## config.mk

```make
export PLATFORM = sky130hd
export DESIGN_NAME = tcw_sweep
export DESIGN_NICKNAME = d
export VERILOG_FILES = /design/src/rtl/core/tcw_pkg.sv /design/src/rtl/core/tcw_sweep.sv
export SDC_FILE = /design/constraint.sdc
export NUM_CORES = 1
export LEC_CHECK = 0
export BUFFER_PORTS_ARGS = -buffer_cell sky130_fd_sc_hd__buf_2
export CORE_MARGIN = 2
export CORE_UTILIZATION = 55
export DETAILED_ROUTE_END_ITERATION = 12
export PLACE_DENSITY = 0.88
export SETUP_SLACK_MARGIN = 0.05
export SLEW_MARGIN = 20
export SYNTH_ARGS = -nofsm -noshare
export SYNTH_HDL_FRONTEND = slang
export SYNTH_SLANG_ARGS = --single-unit
```

## constraint.sdc

```tcl
create_clock -name aclk -period 5.1 [get_ports aclk]
set_input_delay 0.765 -clock aclk [delete_from_list [all_inputs] [get_ports aclk]]
set_output_delay 0.765 -clock aclk [all_outputs]
set_load 0.01 [all_outputs]
```

## src/rtl/core/tcw_pkg.sv

```systemverilog
// Shared types and constants for the text console writer.
// Used by every module under rtl/core; depends on nothing else.
package tcw_pkg;

    localparam int DEFAULT_COLUMNS = 80;
    localparam int DEFAULT_ROWS    = 25;

    localparam int KIND_W = 2;
    localparam int CHAR_W = 8;
    localparam int IDX_W  = 11;
    localparam int COL_W  = 7;
    localparam int LINE_W = 5;
    localparam int ATTR_W = 8;
    localparam int CELL_W = CHAR_W + ATTR_W;

    localparam logic [KIND_W-1:0] KIND_PUT   = 2'd0;
    localparam logic [KIND_W-1:0] KIND_CLEAR = 2'd1;
    localparam logic [KIND_W-1:0] KIND_READ  = 2'd2;

    localparam logic [CHAR_W-1:0] NEWLINE_CODE = 8'd10;
    localparam logic [ATTR_W-1:0] GREY_ATTR    = 8'd7;

    typedef struct packed {
        logic [KIND_W-1:0] kind;
        logic [CHAR_W-1:0] char_code;
        logic [IDX_W-1:0]  cell_index;
    } in_item_t;

    typedef struct packed {
        logic [COL_W-1:0]  cursor_column;
        logic [LINE_W-1:0] cursor_line;
        logic [CHAR_W-1:0] read_char;
        logic [ATTR_W-1:0] read_attr;
    } out_item_t;

    // Memory port requests from the sweep unit to the sequencer.
    typedef struct packed {
        logic rd_en;
        logic wr_en;
        logic wr_zero;
        logic done;
    } sweep_ctl_t;

endpackage

```

## src/rtl/core/tcw_sweep.sv

```systemverilog
// Address sweep unit: walks every cell once, copying each cell from one row
// below (scroll, last row zeroed) or writing zero (clear). Depends on tcw_pkg.
module tcw_sweep
    import tcw_pkg::*;
#(
    parameter int COLUMNS = DEFAULT_COLUMNS,
    parameter int ROWS    = DEFAULT_ROWS,
    parameter int AW      = $clog2(COLUMNS * ROWS)
) (
    input  logic          aclk,
    input  logic          aresetn,
    input  logic          start,
    input  logic          clear_mode,
    output sweep_ctl_t    ctl,
    output logic [AW-1:0] rd_addr,
    output logic [AW-1:0] wr_addr
);

    localparam int CELLS = COLUMNS * ROWS;

    logic          active_reg, active_next;
    logic          mode_reg, mode_next;
    logic [AW:0]   cnt_reg, cnt_next;
    logic          wb_valid_reg, wb_valid_next;
    logic [AW-1:0] wb_addr_reg, wb_addr_next;
    logic          wb_zero_reg, wb_zero_next;
    logic          in_range;
    logic          has_source;
    logic [AW:0]   src_addr;

    assign in_range   = (cnt_reg < (AW+1)'(CELLS));
    assign has_source = (cnt_reg < (AW+1)'(CELLS - COLUMNS));
    assign src_addr   = cnt_reg + (AW+1)'(COLUMNS);

    always_comb begin
        active_next   = active_reg;
        mode_next     = mode_reg;
        cnt_next      = cnt_reg;
        wb_valid_next = 1'b0;
        wb_addr_next  = wb_addr_reg;
        wb_zero_next  = wb_zero_reg;
        ctl.rd_en     = 1'b0;
        ctl.wr_en     = wb_valid_reg;
        ctl.wr_zero   = wb_zero_reg;
        ctl.done      = active_reg && !in_range;
        rd_addr       = src_addr[AW-1:0];

        if (start) begin
            active_next = 1'b1;
            mode_next   = clear_mode;
            cnt_next    = '0;
        end else if (active_reg) begin
            if (in_range) begin
                // Read the cell one row below now; it is written back next cycle.
                ctl.rd_en     = !mode_reg && has_source;
                wb_valid_next = 1'b1;
                wb_addr_next  = cnt_reg[AW-1:0];
                wb_zero_next  = mode_reg || !has_source;
                cnt_next      = cnt_reg + (AW+1)'(1);
            end else begin
                active_next = 1'b0;
            end
        end
    end

    assign wr_addr = wb_addr_reg;

    // Reset starts a clearing pass over the whole store.
    always_ff @(posedge aclk) begin
        if (!aresetn) begin
            active_reg   <= 1'b1;
            mode_reg     <= 1'b1;
            cnt_reg      <= '0;
            wb_valid_reg <= 1'b0;
        end else begin
            active_reg   <= active_next;
            mode_reg     <= mode_next;
            cnt_reg      <= cnt_next;
            wb_valid_reg <= wb_valid_next;
        end
        wb_addr_reg <= wb_addr_next;
        wb_zero_reg <= wb_zero_next;
    end

endmodule

```

# Yosys cells after proc, flatten, opt, wreduce, memory -nomap -nowiden

Index checks and enable logic that the tools add are counted.

Bits in registers: 27
Bits of input ports: 4
Output and inout bits: 26

Add/sub/neg operators: 2
Order comparisons: 2
Multiplexer cells: 5
Bitwise logic cells: 2
Reductions and logical operators: 9

Operator list:

| cell                                                         | count |
|---|---|
| less-than comparator 12 x 11 -> 1 bit, second input constant | 2 |
| adder 12 x 1 -> 12 bit, second input constant                | 1 |
| adder 11 x 7 -> 11 bit, second input constant                | 1 |
| two-way mux 1 bit                                            | 5 |
| logical NOT 1 bit                                            | 3 |
| AND reduction 3 bit                                          | 1 |
| logical AND 1 bit                                            | 2 |
| inverter 1 bit                                               | 2 |
| AND reduction 2 bit                                          | 1 |
| OR reduction 2 bit                                           | 1 |
| logical OR 1 bit                                             | 1 |

# Logic depth before layout (Yosys ltp)

Depth in word-level cells: 5
Depth in mapped cells: 6
Mapped depth without buffers: 6

# Worst setup path before layout

OpenSTA, ideal clock, no wires.

Path kind: register to output
Start point: register cnt_reg[4]
End point: output ctl[0] (netlist bit)
Arrival: 1.381 ns
Setup slack: 2.954 ns
Stages on the path, launching flop included: 6
Buffers on the path: 0
Cells stage by stage: dfxtp_1 inv_1 ha_1 nor2b_1 a21o_2 and2_1

RTL lines:

| what                   | RTL line        | RTL |
|---|---|---|
| from (decl)            | tcw_sweep.sv:23 | `logic [AW:0] cnt_reg, cnt_next;` |
| from (signal assigned) | tcw_sweep.sv:78 | `cnt_reg <= cnt_next;` |
| to (decl)              | tcw_sweep.sv:14 | `output sweep_ctl_t ctl,` |

==> metrics.txt <==
drt total wl=between 2 and 2.5 mm; H-tree levels=1; layout cells sized above 1=a little over a quarter; max reg flops=12; clk buf depth=2; DPL Wire Length=around 1.7 mm; total global-route track usage=roughly 18%; Leakage=approximately 0.57 nW; Clock power frac=around a quarter; combinational power share=5.1%; pin count of the biggest net entering global routing=15; Worst Max-Slew Pin Slew=between 900 and 1000 ps; clock-pin slew on the worst setup and hold paths=between 100 and 150 ps; CP required=4340 ps; drt pass-1 iters=6; Crit Path Category=flop to output pin; Critical Path Start=cnt_reg[4]; Ys Warns=0; peak supply drop=between 0.0001 and 0.00015 V; synth unique cells=37; PwrDens=243.7 nW/µm²; post-synthesis register bit count=27; sequential fraction of the synthesis area=51.92%; cts hold-fix bufs=0; DRC Markers=0; fin crit share=a little over half; Layout area overhead=8.948%; startpoint types=flop; fin. max-slew vios=0; endpoints failing hold=0; Final setup viols=0; vias in the first global route=~810; die span in y=about 52 µm; fillers=about 180; RSZ-0062 raised after global routing=false; CP Max Fanout=7; Mean Syn Cell Area=11.06 µm²; Die Area=around 2700 µm²; commonest non-fill, non-tap cell in the layout=buf_2; first-pass GRT wire length=3.608 mm; routed via count=928; CTS tree=built; Final Wtd Congestion=~0.84; Worst Hold Class=flop to flop; synthesized area=approximately 1300 µm²; CORE AREA=approximately 2200 µm²; I/O pin count=30; Sw Ratio=between 20% and 30%; status=complete, no violations; ANT cells=0; vias per cell=between 5 and 6; Synthesized Nets=between 100 and 150; commonest non-fill, non-tap cells in the layout=buf_2, dfxtp_1, nor2_1, edfxtp_1; endpoint class of the critical path=output pin; area occupied by multi-input gates=between 500 and 600 µm²; initial DRC count=31; post-CTS resize count=0; Worst EP arrival=~1900 ps; Pint=roughly 0.00027 W; initial antenna violation count=0; remaining antenna violation count after routing=0; # rows=17; fin cells=between 150 and 200; TNS Setup=0 ps; Seq pwr share=between 60 and 70%; CTS Sinks=27; slew margin rel.=35.53%; hold path startpoint=mode_reg; port bufs=29; worst-skew pair later-pin latency=~310 ps; Initial Util=58.08%; Layout Skew=around 1.6 ps; Nets=about 150; Max Cap Viol=0; setup repair bufs after CTS=0; Syn Inst Count=about 120; placed insts=~160; Routed wire per std cell=between 10 and 15 µm; Die Span X=~52 µm; fmax=between 300 and 400 MHz; Worst R2R Start=cnt_reg[4]; grt ovf=0; cts bufs inserted=3; Reg area=~660 µm²; Tmin final=between 2000 and 3000 ps; switching pwr=0.00006979 W; R2R Setup Slk=slightly below 3000 ps; Root Driver=clkbuf_4
==> stage by stage <==
step / util [%] / worst slack (ps) / power, W / instance area, µm² / hold slack (ps)
2_1_floorplan: - / 2954 / 0.0002500 / 1272 / 430.9
3_3_place_gp: 62.08 / 2845 / 0.0002548 / 1360 / 459.0
3_5_place_dp: 62.08 / 2798 / 0.0002555 / 1360 / 458.7
4_1_cts: 63.28 / 2430 / 0.0003417 / 1386 / 491.5
5_1_grt: 63.28 / 2242 / 0.0003526 / 1386 / 547.8
6_report: 63.28 / 2407 / 0.0003378 / 1386 / 487.2
==> power by group through the flow <==
stage / combinational (W) / sequential, W / clock, W
3_3_place_gp: 0.0000169 / 0.000238 / 0
4_1_cts: 0.0000174 / 0.000233 / 0.0000910
3_5_place_dp: 0.0000174 / 0.000238 / 0
5_1_grt: 0.0000187 / 0.000234 / 0.0000998
2_1_floorplan: 0.0000100 / 0.000240 / 0
6_report: 0.0000171 / 0.000233 / 0.0000876
==> metal layers <==
layer	global-route usage, %	wire length [µm]	vias to the layer above
met2	29.75	1112	42
met4	12.28	40	0
met5	0	0	-
li1	-	-	455
met3	2.874	121	7
met1	22.66	999	424
==> cell usage after synthesis, drive strengths merged <==
library cell	instances	area (µm²)
or3	4	25.02
a21oi	3	15.01
a41o	1	10.01
dfxtp	15	300.3
a2111oi	1	15.01
a21o	1	8.760
and4	1	8.760
nor4	1	6.260
edfxtp	12	360.4
xor2	3	26.28
inv	2	7.510
a31oi	1	6.260
o21a	1	7.510
nand4	3	25.02
nor2	12	45.04
nor2b	3	18.77
xnor2	8	70.07
or2b	1	7.510
nor3	1	5.000
nand2	8	30.03
clkbuf	1	13.76
nand2b	2	12.51
o21ai	4	23.77
o211ai	2	15.01
a211oi	3	27.52
buf	9	78.82
nand3	3	15.01
ha	3	37.54
nand3b	1	7.510
or4	1	7.510
o2111ai	1	8.760
and2	1	6.260
mux2i	2	20.02
==> cells by family (layout without fill, tap and decap cells) <==
logic type	count (synthesis)	after routing	synth area share (%)
AOI/OAI and AO/OA	18	18	10.82
xor gates and xnor gates	11	11	7.572
adders and majority gates	3	3	2.950
buffers and inverters	12	35	7.866
DFF	27	27	51.92
muxes	2	2	1.573
and+or+nand+nor	42	42	17.31
==> path summary, 6_finish.rpt <==
check / to / cells after the start
worst max-delay path: ctl[0] / 6
worst min-delay path: mode_reg / 2
worst min register to register: mode_reg / 2
worst max register to register: wr_addr[9] / 5
==> final cells by class <==
class | instances | area share (%)
inverter | 2 | 0.5415
tap | 28 | 2.527
timing repair buffer | 29 | 10.47
clock buffer | 4 | 1.895
sequential | 27 | 47.65
multi-input combinational | 76 | 36.91
==> worst max-delay path, stage by stage (launching register included) <==
cell,delay [ps]
dfxtp_1,460
inv_1,120
ha_1,230
nor2b_1,360
a21o_2,210
and2_1,110
buf_2,120
No activity file was read; power rests on OpenSTA's default activity.
